### src/rtl/nud_pkg.sv
package nud_pkg;

   // Result kinds as they appear on the response channel.
   typedef enum logic [1:0] {
      KIND_PAYLOAD = 2'd0,
      KIND_HEADER  = 2'd1,
      KIND_END     = 2'd2
   } kind_type;

   localparam logic [7:0] BYTE_ZERO = 8'h00;
   localparam logic [7:0] BYTE_ONE  = 8'h01;
   localparam logic [7:0] BYTE_EPB  = 8'h03;

   // Number of results one input byte can cause, and the step counter over them.
   localparam int MAX_RESULTS = 5;
   localparam int STEP_W      = $clog2(MAX_RESULTS);

   // Command handed from the front to the back: held zeros to release,
   // then an optional byte (payload or header), then an optional end marker.
   typedef struct packed {
      logic [1:0] zeros;
      logic       has_byte;
      logic       is_header;
      logic [7:0] data;
      logic       lost;
      logic       has_end;
   } cmd_type;

endpackage

### src/rtl/nud_if.sv
interface nud_req_if;
   logic       valid;
   logic       ready;
   logic [7:0] byte_in;
   logic       stream_end;

   modport source (output valid, output byte_in, output stream_end, input ready);
   modport sink (input valid, input byte_in, input stream_end, output ready);
endinterface

interface nud_rsp_if;
   logic       valid;
   logic       ready;
   logic [1:0] kind;
   logic [7:0] data_out;
   logic [4:0] unit_type;
   logic       zeros_lost;
   logic       run_last;

   modport source (output valid, output kind, output data_out, output unit_type,
                   output zeros_lost, output run_last, input ready);
   modport sink (input valid, input kind, input data_out, input unit_type,
                 input zeros_lost, input run_last, output ready);
endinterface

### src/rtl/nud_front.sv
module nud_front
   import nud_pkg::*;
(
   input  logic      clock,
   input  logic      reset,
   nud_req_if.sink   req_chan,
   input  logic      queue_full,
   output logic      push,
   output cmd_type   push_cmd
);

   typedef enum logic [1:0] {
      PH_SEARCH = 2'd0,
      PH_HEADER = 2'd1,
      PH_BODY   = 2'd2
   } phase_type;

   phase_type  phase_ff, phase_in;
   logic [1:0] zero_run_ff, zero_run_in;
   logic       trunc_ff, trunc_in;
   logic       closed;
   logic       accept;
   logic [7:0] b;
   logic       two_zeros;

   assign b         = req_chan.byte_in;
   assign two_zeros = zero_run_ff[1];
   assign accept    = req_chan.valid && !queue_full;
   assign req_chan.ready = !queue_full;

   always_comb begin
      phase_in    = phase_ff;
      zero_run_in = zero_run_ff;
      trunc_in    = trunc_ff;
      closed      = 1'b0;
      push_cmd    = '0;
      case (phase_ff)
         PH_HEADER: begin
            push_cmd.has_byte  = 1'b1;
            push_cmd.is_header = 1'b1;
            push_cmd.data      = b;
            phase_in    = PH_BODY;
            zero_run_in = 2'd0;
            trunc_in    = 1'b0;
         end
         PH_BODY: begin
            if (b == BYTE_ZERO) begin
               if (zero_run_ff != 2'd3) begin
                  zero_run_in = zero_run_ff + 2'd1;
               end else begin
                  trunc_in = 1'b1;
               end
            end else if (b == BYTE_ONE && two_zeros) begin
               push_cmd.has_end = 1'b1;
               closed      = 1'b1;
               phase_in    = PH_HEADER;
               zero_run_in = 2'd0;
               trunc_in    = 1'b0;
            end else begin
               // An 0x03 after two or more zeros is emulation prevention and is dropped.
               push_cmd.zeros    = zero_run_ff;
               push_cmd.has_byte = !(b == BYTE_EPB && two_zeros);
               push_cmd.data     = b;
               push_cmd.lost     = trunc_ff;
               zero_run_in = 2'd0;
               trunc_in    = 1'b0;
            end
         end
         default: begin
            if (b == BYTE_ONE && two_zeros) begin
               phase_in    = PH_HEADER;
               zero_run_in = 2'd0;
            end else if (b == BYTE_ZERO) begin
               if (zero_run_ff != 2'd3) begin
                  zero_run_in = zero_run_ff + 2'd1;
               end
            end else begin
               zero_run_in = 2'd0;
            end
            trunc_in = 1'b0;
         end
      endcase
      if (req_chan.stream_end) begin
         if (phase_in == PH_BODY && !closed) begin
            push_cmd.has_end = 1'b1;
         end
         phase_in    = PH_SEARCH;
         zero_run_in = 2'd0;
         trunc_in    = 1'b0;
      end
   end

   assign push = accept && (push_cmd.zeros != 2'd0 || push_cmd.has_byte || push_cmd.has_end);

   always_ff @(posedge clock) begin
      if (reset) begin
         phase_ff    <= PH_SEARCH;
         zero_run_ff <= 2'd0;
         trunc_ff    <= 1'b0;
      end else if (accept) begin
         phase_ff    <= phase_in;
         zero_run_ff <= zero_run_in;
         trunc_ff    <= trunc_in;
      end
   end

endmodule

### src/rtl/nud_queue.sv
module nud_queue
   import nud_pkg::*;
#(
   parameter int DEPTH = 4
) (
   input  logic    clock,
   input  logic    reset,
   input  logic    push,
   input  cmd_type push_cmd,
   output logic    full,
   input  logic    pop,
   output logic    head_valid,
   output cmd_type head_cmd
);

   localparam int PTR_W = $clog2(DEPTH);
   localparam int CNT_W = $clog2(DEPTH + 1);
   localparam logic [PTR_W-1:0] LAST_PTR = PTR_W'(DEPTH - 1);
   localparam logic [CNT_W-1:0] FULL_CNT = CNT_W'(DEPTH);

   cmd_type          entry_ff [DEPTH];
   logic [PTR_W-1:0] wr_ptr_ff, wr_ptr_in;
   logic [PTR_W-1:0] rd_ptr_ff, rd_ptr_in;
   logic [CNT_W-1:0] count_ff, count_in;
   logic             do_push, do_pop;

   assign full       = (count_ff == FULL_CNT);
   assign head_valid = (count_ff != '0);
   assign head_cmd   = entry_ff[rd_ptr_ff];
   assign do_push    = push && !full;
   assign do_pop     = pop && head_valid;

   always_comb begin
      wr_ptr_in = wr_ptr_ff;
      rd_ptr_in = rd_ptr_ff;
      count_in  = count_ff;
      if (do_push) begin
         wr_ptr_in = (wr_ptr_ff == LAST_PTR) ? '0 : wr_ptr_ff + PTR_W'(1);
      end
      if (do_pop) begin
         rd_ptr_in = (rd_ptr_ff == LAST_PTR) ? '0 : rd_ptr_ff + PTR_W'(1);
      end
      if (do_push && !do_pop) begin
         count_in = count_ff + CNT_W'(1);
      end else if (do_pop && !do_push) begin
         count_in = count_ff - CNT_W'(1);
      end
   end

   always_ff @(posedge clock) begin
      if (reset) begin
         wr_ptr_ff <= '0;
         rd_ptr_ff <= '0;
         count_ff  <= '0;
      end else begin
         wr_ptr_ff <= wr_ptr_in;
         rd_ptr_ff <= rd_ptr_in;
         count_ff  <= count_in;
      end
   end

   always_ff @(posedge clock) begin
      if (do_push) begin
         entry_ff[wr_ptr_ff] <= push_cmd;
      end
   end

`ifndef NO_ASSERTIONS
   a_count_range: assert property (@(posedge clock) disable iff (reset)
      count_ff <= FULL_CNT)
      else $error("queue count beyond depth");
   a_no_push_full: assert property (@(posedge clock) disable iff (reset)
      full |-> !push)
      else $error("front pushed into a full queue");
   a_pop_count: assert property (@(posedge clock) disable iff (reset)
      (do_pop && !do_push) |=> count_ff == $past(count_ff) - CNT_W'(1))
      else $error("queue count did not drop on pop");
`endif

endmodule

### src/rtl/nud_back.sv
module nud_back
   import nud_pkg::*;
(
   input  logic      clock,
   input  logic      reset,
   input  logic      head_valid,
   input  cmd_type   head_cmd,
   output logic      pop,
   nud_rsp_if.source rsp_chan
);

   logic [STEP_W-1:0] step_ff, step_in;
   logic [STEP_W-1:0] zeros_w, total;
   logic              is_last, emit;
   kind_type          kind_in;
   logic [7:0]        data_in;
   logic [4:0]        type_in;
   logic              lost_in;

   logic              rsp_valid_ff, rsp_valid_in;
   kind_type          kind_ff;
   logic [7:0]        data_ff;
   logic [4:0]        type_ff;
   logic              lost_ff;
   logic              last_ff;

   assign zeros_w = STEP_W'(head_cmd.zeros);
   assign total   = zeros_w + STEP_W'(head_cmd.has_byte) + STEP_W'(head_cmd.has_end);
   assign is_last = (step_ff == total - STEP_W'(1));
   assign emit    = head_valid && (!rsp_valid_ff || rsp_chan.ready);
   assign pop     = emit && is_last;

   // Results of one order go out as: held zeros, then the byte, then the end marker.
   always_comb begin
      kind_in = KIND_END;
      data_in = BYTE_ZERO;
      type_in = 5'd0;
      lost_in = 1'b0;
      if (step_ff < zeros_w) begin
         kind_in = KIND_PAYLOAD;
         lost_in = head_cmd.lost;
      end else if (step_ff == zeros_w && head_cmd.has_byte) begin
         data_in = head_cmd.data;
         if (head_cmd.is_header) begin
            kind_in = KIND_HEADER;
            type_in = head_cmd.data[4:0];
         end else begin
            kind_in = KIND_PAYLOAD;
            lost_in = head_cmd.lost;
         end
      end
   end

   always_comb begin
      step_in = step_ff;
      if (emit) begin
         step_in = is_last ? '0 : step_ff + STEP_W'(1);
      end
      if (emit) begin
         rsp_valid_in = 1'b1;
      end else if (rsp_chan.ready) begin
         rsp_valid_in = 1'b0;
      end else begin
         rsp_valid_in = rsp_valid_ff;
      end
   end

   always_ff @(posedge clock) begin
      if (reset) begin
         step_ff      <= '0;
         rsp_valid_ff <= 1'b0;
      end else begin
         step_ff      <= step_in;
         rsp_valid_ff <= rsp_valid_in;
      end
   end

   always_ff @(posedge clock) begin
      if (emit) begin
         kind_ff <= kind_in;
         data_ff <= data_in;
         type_ff <= type_in;
         lost_ff <= lost_in;
         last_ff <= is_last;
      end
   end

   assign rsp_chan.valid      = rsp_valid_ff;
   assign rsp_chan.kind       = kind_ff;
   assign rsp_chan.data_out   = data_ff;
   assign rsp_chan.unit_type  = type_ff;
   assign rsp_chan.zeros_lost = lost_ff;
   assign rsp_chan.run_last   = last_ff;

`ifndef NO_ASSERTIONS
   a_step_in_order: assert property (@(posedge clock) disable iff (reset)
      head_valid |-> step_ff < total)
      else $error("step counter ran past the order");
   a_step_advance: assert property (@(posedge clock) disable iff (reset)
      (emit && !is_last) |=> (head_valid && step_ff == $past(step_ff) + STEP_W'(1)))
      else $error("order left before its last result");
   a_end_is_last: assert property (@(posedge clock) disable iff (reset)
      (emit && kind_in == KIND_END) |-> is_last)
      else $error("end marker not the last result of its byte");
`endif

endmodule

### src/rtl/nal_unit_deframer.sv
// NAL unit deframer for an Annex B byte stream.
// req_chan takes one stream byte per item with stream_end marking the final
// byte. rsp_chan gives unit headers (with the 5-bit unit type), payload bytes
// with emulation prevention bytes removed, and end markers; run_last flags the
// last result caused by one input byte. Both channels move an item on a rising
// clock edge where valid and ready are both high.
// A result caused by an accepted byte is registered in the command queue and
// then in the output register before it is visible on rsp_chan.
// Throughput: one byte per cycle while each byte causes at most one result
// and the receiver is ready. A byte that causes k results holds the back end
// until all k have gone out (k is at most five: three held zeros, the byte and
// an end marker); the command queue of QUEUE_DEPTH entries absorbs such
// bursts, and req_chan.ready drops only when it is full. Bytes that cause no
// result never enter the queue.
// When the receiver stalls, the output register holds its item and the queue
// fills; input stalls once the queue is full.
// Reset (synchronous) empties the queue and the output register and puts the
// parser back to searching for the first start code.
module nal_unit_deframer
   import nud_pkg::*;
#(
   parameter int QUEUE_DEPTH = 4
) (
   input  logic      clock,
   input  logic      reset,
   nud_req_if.sink   req_chan,
   nud_rsp_if.source rsp_chan
);

   logic    push, queue_full, pop, head_valid;
   cmd_type push_cmd, head_cmd;

   nud_front u_front (
      .clock      (clock),
      .reset      (reset),
      .req_chan   (req_chan),
      .queue_full (queue_full),
      .push       (push),
      .push_cmd   (push_cmd)
   );

   nud_queue #(
      .DEPTH (QUEUE_DEPTH)
   ) u_queue (
      .clock      (clock),
      .reset      (reset),
      .push       (push),
      .push_cmd   (push_cmd),
      .full       (queue_full),
      .pop        (pop),
      .head_valid (head_valid),
      .head_cmd   (head_cmd)
   );

   nud_back u_back (
      .clock      (clock),
      .reset      (reset),
      .head_valid (head_valid),
      .head_cmd   (head_cmd),
      .pop        (pop),
      .rsp_chan   (rsp_chan)
   );

endmodule

### src/flat_wrapper.sv
// flat-port wrapper written by rule: the top's interface ports become plain ports
module nal_unit_deframer_flat import nud_pkg::*;
#(
   parameter int QUEUE_DEPTH = 4
)
  (clock, reset, req_chan_valid, req_chan_byte_in, req_chan_stream_end, req_chan_ready, rsp_chan_valid, rsp_chan_kind, rsp_chan_data_out, rsp_chan_unit_type, rsp_chan_zeros_lost, rsp_chan_run_last, rsp_chan_ready);
  nud_req_if req_chan_i ();
  nud_rsp_if rsp_chan_i ();
  input  logic clock;
  input  logic reset;
  input wire logic [$bits(req_chan_i.valid)-1:0] req_chan_valid;
  input wire logic [$bits(req_chan_i.byte_in)-1:0] req_chan_byte_in;
  input wire logic [$bits(req_chan_i.stream_end)-1:0] req_chan_stream_end;
  output wire logic [$bits(req_chan_i.ready)-1:0] req_chan_ready;
  output wire logic [$bits(rsp_chan_i.valid)-1:0] rsp_chan_valid;
  output wire logic [$bits(rsp_chan_i.kind)-1:0] rsp_chan_kind;
  output wire logic [$bits(rsp_chan_i.data_out)-1:0] rsp_chan_data_out;
  output wire logic [$bits(rsp_chan_i.unit_type)-1:0] rsp_chan_unit_type;
  output wire logic [$bits(rsp_chan_i.zeros_lost)-1:0] rsp_chan_zeros_lost;
  output wire logic [$bits(rsp_chan_i.run_last)-1:0] rsp_chan_run_last;
  input wire logic [$bits(rsp_chan_i.ready)-1:0] rsp_chan_ready;
  assign req_chan_i.valid = req_chan_valid;
  assign req_chan_i.byte_in = req_chan_byte_in;
  assign req_chan_i.stream_end = req_chan_stream_end;
  assign req_chan_ready = req_chan_i.ready;
  assign rsp_chan_valid = rsp_chan_i.valid;
  assign rsp_chan_kind = rsp_chan_i.kind;
  assign rsp_chan_data_out = rsp_chan_i.data_out;
  assign rsp_chan_unit_type = rsp_chan_i.unit_type;
  assign rsp_chan_zeros_lost = rsp_chan_i.zeros_lost;
  assign rsp_chan_run_last = rsp_chan_i.run_last;
  assign rsp_chan_i.ready = rsp_chan_ready;
  nal_unit_deframer #(.QUEUE_DEPTH(QUEUE_DEPTH)) u_core (.clock(clock), .reset(reset), .req_chan(req_chan_i), .rsp_chan(rsp_chan_i));
endmodule
### config.mk
export PLATFORM = sky130hd
export DESIGN_NAME = nal_unit_deframer_flat
export DESIGN_NICKNAME = d
export VERILOG_FILES = /design/src/rtl/nud_pkg.sv /design/src/rtl/nud_if.sv /design/src/rtl/nud_front.sv /design/src/rtl/nud_queue.sv /design/src/rtl/nud_back.sv /design/src/rtl/nal_unit_deframer.sv /design/src/flat_wrapper.sv
export SDC_FILE = /design/constraint.sdc
export NUM_CORES = 1
export LEC_CHECK = 0
export ABC_AREA = 1
export ABC_CLOCK_PERIOD_IN_PS = 3700
export BUFFER_PORTS_ARGS = -buffer_cell sky130_fd_sc_hd__buf_4
export CELL_PAD_IN_SITES_DETAIL_PLACEMENT = 0
export CELL_PAD_IN_SITES_GLOBAL_PLACEMENT = 1
export CORE_UTILIZATION = 48
export CTS_CLUSTER_SIZE = 10
export DETAILED_ROUTE_END_ITERATION = 10
export HOLD_SLACK_MARGIN = 0.1
export PLACE_DENSITY = 0.85
export SLEW_MARGIN = 15
export SYNTH_ARGS = -nofsm -noshare
export SYNTH_HDL_FRONTEND = slang
export SYNTH_HIERARCHICAL = 1
export SYNTH_SLANG_ARGS = --single-unit
### constraint.sdc
create_clock -name clock -period 3.7 [get_ports clock]
set_input_delay 0.37 -clock clock [delete_from_list [all_inputs] [get_ports clock]]
set_output_delay 0.37 -clock clock [all_outputs]
set_load 0.005 [all_outputs]
### Word-level counts from Yosys, hierarchy flattened

Memory sizes are Yosys's and may differ from the RTL's. A register that Yosys moved wholly into a read port is not among the register bits.
Cells that the tools add are included.
Widths: inputs -> output; s select.

* bits in registers: 33
* RAM bits: 56
* input port bits: 13
* output and inout port bits: 19
* word-level logic and storage cells: 111
* memories kept: 1

Memory list
* u_core.u_queue.entry_ff: depth 4, width 14, rd ports 1, clocked after Yosys merged registers in 1, write ports 1, RTL line nud_queue.sv:21 `cmd_type entry_ff [DEPTH];`

* $add $sub $neg: 9
* magnitude comparators: 1
* eq/ne operators: 12
* muxes and demuxes: 43
* bitwise gates (word level): 2
* reductions and logical operators: 29

Operators by type and width (count)
* $mux 2: 14
* $mux 1: 18
* $pmux 8 s2: 1
* $mux 3: 5
* $logic_and 1x1->1: 12
* $mux 10: 1
* $mux 9: 1
* $eq 2x2->1 const B: 4
* $eq 8x1->1 const B: 1
* $eq 8x2->1 const B: 1
* $logic_not 8->1: 1
* $pmux 2 s2: 2
* $add 2x1->2 const B: 3
* $add 3x1->3 const B: 2
* $logic_not 1->1: 6
* $reduce_bool 2->1: 3
* $sub 3x1->3 const B: 2
* $ne 4x4->1 const B: 1
* $add 2x1->3: 1
* $add 3x1->3: 1
* $eq 3x2->1: 1
* $eq 3x3->1: 1
* $eq 3x3->1 const B: 1
* $logic_or 1x1->1: 3
* other kinds (9): 10

### Longest topological paths before layout

Gate-level depths: netlist of the first run.

* depth in word-level cells: 16
* depth in mapped cells: 25
* depth with buffers taken out: 24

### Hierarchy

Netlist of the first run, hierarchy kept.

By module, submodules not included
* nud_queue: instances 1, cells each 205, area an instance 2666.3 um^2, seq. area each 1861.8 um^2
* nud_back: instances 1, cells each 108, area an instance 1011.0 um^2, seq. area each 590.6 um^2
* nud_front: instances 1, cells each 95, area an instance 635.6 um^2, seq. area each 100.1 um^2

### Worst setup path after synthesis of the first run

No wires, ideal clock.

* path type: register -> register
* from: register (tool-made name)
* to: register u_core.u_queue.count_ff[1]
* library setup time: 116 ps
* data arrival time: 3181 ps
* required time: 3584 ps
* slack: 403 ps
* cell stages (with the launch flop): 22
* buffers on the path: 2
* period minus slack after synthesis: 3297 ps
* cell sequence: dfxtp_1 -> buf_6 -> buf_12 -> o21ai_2 -> o22ai_2 -> inv_1 -> ha_1 -> inv_1 -> ha_1 -> fa_1 -> inv_1 -> nand2_1 -> nand2_1 -> nor2_1 -> nand3_1 -> inv_1 -> nand2_2 -> ha_1 -> inv_1 -> fa_1 -> o21ai_0 -> nor2_1

RTL lines
* end signal, assigned: RTL line nud_queue.sv:58 `count_ff <= count_in;`
* end, declared: RTL line nud_queue.sv:24 `logic [CNT_W-1:0] count_ff, count_in;`

==> impl_metrics.yaml, run 1 <==
outcome:
  status: "complete, no violations"
cells_and_area:
  mostFrequentLayoutCell: "edfxtp_1"
  nets: 483
  area_delta_synth_final_pct: 13.4
  most-common-layout-cells: "edfxtp_1, nor2_1, inv_1"
  n_antenna_cell: 0
  drive_gt1_share_pct: 25.7
  fin_util_pct: 56.1
synth:
  synth.distinct_cells: 38
  syn_nets: 436
  syn_area_mm2: 0.00431
  ys_seq_area_share_pct: 59.2
  synth.area.mux_share_pct: 0
  synthXorXnorAreaFrac_pct: 0.406
  yosys_warnings: 6
  syn_avg_cell_area_um2: 10.6
  synth_top_family_by_area: "simple AND/OR/NAND/NOR gates"
  synthArstFlopShare_pct: 0
  synth_simple_gate_area_share_pct: 18.6
  synth_edf_count: 73
  netlist_instances: 408
  synth_fa_ha_area_share_pct: 4.70
  synth_compound_area_share_pct: 9.17
  synthFlopType: "edfxtp_1"
  ys_seq_elements: 91
floorplan:
  row_count: 34
  ios: 32
  fp.dieH_um: 96.8
  start_util_pct: 49.5
  die_w_um: 96.8
  core_area_mm2: 0.00872
  die_area_mm2: 0.00937
grt:
  grtUsageTotal_pct: 16.8
  grt_max_degree: 21
  grt_pass1_wl_mm: 12.4
  grt.overflow.total: 0
  antenna_found_initial: 0
  first_global_vias: 2733
route:
  ant_nets: 0
  drt-total-wl_mm: 7.16
  via_per_inst: 4.87
  drt-initial-drc-count: 103
  via_count: 2760
  drt_pass1_iterations: 4
  drc: 0
  wire_per_inst_um: 12.6
sta:
  relSlewSlack_pct: 79.6
  tightest_slew_ns: 0.305
  rsz0062_at_grt: "false"
  tns_ns: 0
  timing.final.crit_share_pct: 91.0
  skew_ns: 0.0103
  slew_viol_final: 0
  fmax_mhz: 297
  hold_ws_ns: 0.289
  setup_viol: 0
  fin_crit_ns: 3.37
  hold_violations: 0
critical_path:
  critPathMaxFanout: 11
  arrival_ns: 3.61
  end_kind: "flip-flop"
  critPathKind: "flip-flop to flip-flop"
  start_kind: "flip-flop"
  worstPathRequired_ns: 3.94
placement:
  place.gp.congestion: 0.787
  io_buffers: 31
  dp.final_hpwl_mm: 5.32
flow_run:
  maxCapViolCount: 0
clock_tree:
  insertion_delay_ns: 0.35
  clockRootBuffer: "clkbuf_8"
  cts_hold_buf: 0
  cts_max_level: 3
  numCtsBuffers: 9
  clock_sinks: 91
  path_clk_slew_ns: 0.08
  cts_tree: "done"
  clockBufferDepth: 2
power_and_ir_drop:
  ir_drop_mv: 0.205
  p_leak_nw: 2.02
  p_per_area_mw_per_mm2: 360
hold_path:
  hold_path_class: "primary input to flip-flop"
Yosys cell counts (2+ instances only):
master / n / share of area, %
inv_2: 9 / 0.78
edfxtp_1: 73 / 51
nor2_2: 14 / 2.0
o21ai_2: 6 / 1.2
o21ai_0: 11 / 1.3
nand2_1: 40 / 3.5
inv_1: 63 / 5.5
dfxtp_1: 18 / 8.4
nand4_1: 2 / 0.29
nand2_2: 11 / 1.6
fa_1: 2 / 0.93
buf_6: 3 / 0.78
xor2_1: 2 / 0.41
a21oi_1: 6 / 0.70
nand3_1: 10 / 1.2
o22ai_1: 8 / 1.2
nor2_1: 71 / 6.2
nand3b_1: 2 / 0.35
nor2_4: 3 / 0.78
nand2_4: 3 / 0.78
buf_4: 2 / 0.35
ha_1: 13 / 3.8
o22ai_2: 6 / 1.7
o21ai_1: 16 / 1.9
worst max-delay path, stage by stage (launching register included):
cell and delay (ns):
dfxtp_2 0.39, inv_2 0.11, nor2_1 0.06, o22ai_2 0.20, inv_1 0.07, ha_1 0.27, inv_1 0.04, ha_1 0.18
fa_1 0.50, inv_1 0.04, nand2_1 0.05, nand2_1 0.05, nor2_1 0.12, nand3_1 0.12, inv_1 0.12, nand2_2 0.08
ha_1 0.20, inv_1 0.09, fa_1 0.41, o21ai_0 0.16, nor2_1 0.05
cell type report:
| class | instances | area (µm²) |
|---|---|---|
| clock buffers | 9 | 124 |
| repair buffers | 43 | 323 |
| multi-input cells | 238 | 1420 |
| well taps | 108 | 135 |
| flip-flops and latches | 91 | 2550 |
| clock inverters | 6 | 65.1 |
| inverters | 72 | 273 |
| fillers | 780 | 3830 |
layer usage:
| layer | vias up | share of wire (%) | GRT usage (%) |
|---|---|---|---|
| li1 | 1433 | - | - |
| met1 | 1249 | 45 | 20.7 |
| met2 | 66 | 49 | 28.1 |
| met4 | 0 | 2.0 | 8.73 |
| met5 | - | 0 | 0 |
| met3 | 12 | 4.0 | 3.25 |
power breakdown:
group / internal (W) / total, W / switching [W]
combinational: 0.0000142 / 0.0000337 / 0.0000195
sequential: 0.00109 / 0.00109 / 0.000000694
clock: 0.000311 / 0.000640 / 0.000329
total: 0.00141 / 0.00176 / 0.000349
per-stage QoR:
stage	instance area, µm²	cells	setup slack (ns)	total power, W
after floorplan	4310	408	0.403	0.00113
after global placement	4700	552	0.299	0.00115
after detailed placement	4700	552	0.176	0.00115
after CTS	4890	567	0.183	0.00178
after global routing	4890	567	0.0312	0.00182
final	4890	567	0.333	0.00176
registers in the layout, indices dropped and copies added, names as in the netlist, 2 cells and up, named ones only:
| register | flops |
|---|---|
| u_core/u_back/rsp_chan.kind | 2 |
| u_core/u_front/zero_run_ff | 2 |
| u_core/u_queue/wr_ptr_ff | 2 |
| u_core/u_back/step_ff | 3 |
| u_core/u_back/rsp_chan.data_out | 8 |
| u_core/u_back/rsp_chan.unit_type | 5 |
| u_core/u_front/phase_ff | 2 |
| u_core/u_queue/entry_ff | 56 |
| u_core/u_queue/rd_ptr_ff | 2 |
| u_core/u_queue/count_ff | 3 |
worst paths after layout:
path,slack [ns],start,cells past startpoint,to
max reg2reg,0.33,flip-flop,20,u_core/u_queue/count_ff[1]
min,0.29,reset,2,u_core/u_front/phase_ff[1]
min reg2reg,0.51,u_core/u_front/phase_ff[1],2,u_core/u_front/phase_ff[1]
max,0.33,flip-flop,20,u_core/u_queue/count_ff[1]
logic make-up after synthesis:
logic type	count (synthesis)
and+or+nand+nor	163
DFF	91
buffers and inverters	79
AOI/OAI and AO/OA	58
adders and majority gates	15
xor gates and xnor gates	2
timing repair:
| action | CTS | global route |
|---|---|---|
| setup buffers | 0 | 0 |
| endpoints found under the setup margin | 0 | 2 |
| gates resized for setup | 0 | 3 |
| hold endpoints to repair | 0 | 0 |
No activity file was read; power rests on OpenSTA's default activity.
==> run 2: changes to the inputs <==
--- a/config.mk
+++ b/config.mk
@@ -5,7 +5,7 @@
 export SDC_FILE = /design/constraint.sdc
 export NUM_CORES = 1
 export LEC_CHECK = 0
-export ABC_AREA = 1
+export ABC_AREA = 0
 export ABC_CLOCK_PERIOD_IN_PS = 3700
 export BUFFER_PORTS_ARGS = -buffer_cell sky130_fd_sc_hd__buf_4
 export CELL_PAD_IN_SITES_DETAIL_PLACEMENT = 0
@@ -14,7 +14,7 @@
 export CTS_CLUSTER_SIZE = 10
 export DETAILED_ROUTE_END_ITERATION = 10
 export HOLD_SLACK_MARGIN = 0.1
-export PLACE_DENSITY = 0.85
+export PLACE_DENSITY_LB_ADDON = 0.1
 export SLEW_MARGIN = 15
 export SYNTH_ARGS = -nofsm -noshare
 export SYNTH_HDL_FRONTEND = slang
==> run 2 against run 1 <==
  * Clock skew shrank 0.0050 ns
  * Synthesized cell count shrank 35%
  * Critical path type unchanged
  * Final area shrank 5.5%
  * Worst hold slack gained 0.043 ns
==> impl_metrics.yaml, run 2 <==
outcome:
  status: "complete, no violations"
critical_path:
  reg2reg_to: "u_core/u_queue/count_ff[2]"
  reg2reg_setup_slack_ns: 0.21
  start_kind: "flip-flop"
  worstPathRequired_ns: 3.99
  end_kind: "flip-flop"
  arrival_ns: 3.78
  r2r_cells: 16
  crit_end: "u_core/u_queue/count_ff[2]"
  critPathMaxFanout: 4
  critPathKind: "flip-flop to flip-flop"
route:
  ant_nets: 0
  via_count: 2198
  drt-total-wl_mm: 6.28
  drt-initial-drc-count: 137
  drt_pass1_iterations: 4
  via_per_inst: 5.21
  drc: 0
  wire_per_inst_um: 14.9
sta:
  slew_viol_final: 0
  rsz0062_at_grt: "false"
  hold_ws_ns: 0.332
  skew_ns: 0.00529
  hold_violations: 0
  tns_ns: 0
  setup_ws_ns: 0.208
  fmax_mhz: 286
  relSlewSlack_pct: 37.8
  tightest_slew_ns: 0.925
  setup_viol: 0
  fin_crit_ns: 3.49
  timing.final.crit_share_pct: 94.4
synth:
  ys_seq_elements: 91
  netlist_instances: 266
  ys_seq_area_share_pct: 64.3
  synthXorXnorAreaFrac_pct: 1.48
  netlist.top_cell.by_area: "edfxtp_1"
  synthFlopType: "edfxtp_1"
  synth.area.mux_share_pct: 8.44
  syn_area_mm2: 0.00397
  synth_fa_ha_area_share_pct: 5.10
  synth_top_family_by_area: "simple AND/OR/NAND/NOR gates"
  syn_avg_cell_area_um2: 14.9
  synth.distinct_cells: 48
  synth_simple_gate_area_share_pct: 12.5
  synthTopCellsByCount: "edfxtp_1, and2_1, dfxtp_1, inv_1, mux4_2"
  synthTopCellsByArea: "edfxtp_1, dfxtp_1, mux4_2, ha_1, and2_1"
  synth_edf_count: 73
  synthArstFlopShare_pct: 0
  yosysTopAreaCellShare_pct: 55.2
  syn_nets: 294
  post-synth-top-count-cell: "edfxtp_1"
  synth_compound_area_share_pct: 4.82
  yosys_warnings: 6
cells_and_area:
  multi_input_comb_area_mm2: 0.00130
  seq_area_mm2: 0.00256
  fin_util_pct: 58.9
  nets: 343
  n_antenna_cell: 0
  drive_gt1_share_pct: 28.7
  most-common-layout-cells: "edfxtp_1, buf_4, inv_1, and2_1, dfxtp_1"
  area_delta_synth_final_pct: 16.4
  largest_register_ffs: 56
  nFillCells: 641
  mostFrequentLayoutCell: "edfxtp_1"
  top_register: "u_core/u_queue/entry_ff"
clock_tree:
  path_clk_slew_ns: 0.09
  cts_max_level: 3
  clockRootBuffer: "clkbuf_8"
  cts_tree: "done"
  clockBufferDepth: 2
  cts_hold_buf: 0
  insertion_delay_ns: 0.35
  clock_sinks: 91
  numCtsBuffers: 9
floorplan:
  core_area_mm2: 0.00785
  die_w_um: 93.0
  start_util_pct: 50.6
  fp.dieH_um: 93.0
  row_count: 32
  ios: 32
  die_area_mm2: 0.00864
grt:
  grtUsageTotal_pct: 16.7
  grt_pass1_wl_mm: 10.7
  grt.overflow.total: 0
  first_global_vias: 2193
  antenna_found_initial: 0
  grt_max_degree: 21
hold_path:
  hold_path_class: "primary input to flip-flop"
placement:
  dp.final_hpwl_mm: 4.54
  pre_cts_ws_ns: 0.0135
  place.gp.congestion: 0.821
  io_buffers: 31
flow_run:
  maxCapViolCount: 0
power_and_ir_drop:
  p_leak_nw: 1.72
  p_per_area_mw_per_mm2: 388
  power_w: 0.00179
  ir_drop_mv: 0.177
==> run 2: where the power goes <==
part           total (W)  leakage, nW  internal [W]  switching [W]
Sequential       0.00109        0.854       0.00109   0.0000000180
Clock           0.000679        0.107      0.000324       0.000355
Combinational  0.0000267        0.756     0.0000131      0.0000136
==> run 2: critical path, cell delays in order, from the launching register on <==
cell,delay [ns]
dfxtp_4,0.38
mux4_2,0.51
inv_1,0.07
ha_1,0.22
inv_1,0.06
ha_2,0.16
fa_1,0.42
xnor2_1,0.15
nand3_2,0.08
nor2_2,0.06
o31ai_4,0.08
ha_2,0.25
inv_1,0.05
fa_2,0.33
xor2_1,0.17
or3_1,0.30
a21oi_1,0.13
==> run 2: stage by stage <==
stage / instance area (µm²) / std cells
6_report: 4620 / 422
5_1_grt: 4620 / 422
3_5_place_dp: 4390 / 405
2_1_floorplan: 3990 / 266
3_3_place_gp: 4390 / 405
4_1_cts: 4590 / 421
==> run 2: timing repair <==
item | CTS | global route
pin swaps | 0 | 2
buffers inserted | 0 | 1
resized for setup | 1 | 6
setup endpoints to repair | 1 | 2
==> run 2: how the worst min path moves through the flow <==
stage / startpoint / to / slack (ns) / depth (start not counted)
after global placement: u_core/u_front/phase_ff[0] / u_core/u_front/phase_ff[0] / 0.49 / 2
final: req_chan_stream_end / u_core/u_front/trunc_ff / 0.33 / 3
after detailed placement: u_core/u_queue/rd_ptr_ff[0] / u_core/u_queue/rd_ptr_ff[0] / 0.49 / 2
after global routing: req_chan_stream_end / u_core/u_front/trunc_ff / 0.34 / 3
after CTS: req_chan_stream_end / u_core/u_front/trunc_ff / 0.32 / 3
after floorplan: reset / u_core/u_back/rsp_chan.valid / 0.44 / 1
==> run 2: layout make-up <==
cell class	instances	area share (%)
inverter	20	2.03
tap	102	2.76
clock buffer	9	2.68
timing repair buffer	44	7.31
clock inverter	7	1.76
multi-input combinational	149	28.2
sequential	91	55.3
==> run 2: routing by layer <==
layer	vias up	wire [µm]	share of wire, %	global-route usage [%]
li1	1092	-	-	-
met3	12	226	3.6	2.68
met1	1043	3000	48	22.2
met2	51	2910	46	27.0
met5	-	0	0	0
met4	0	137	2.2	7.82
==> run 2: cell families (layout without fill, tap and decap cells) <==
logic type | count (synthesis) | in the layout
flip-flops | 91 | 91
multiplexers | 16 | 16
AND/OR/NAND/NOR | 84 | 84
adder cells (fa/ha/maj) | 15 | 15
buffers and inverters | 26 | 80
AO/OA/AOI/OAI | 29 | 29
XOR/XNOR | 5 | 5
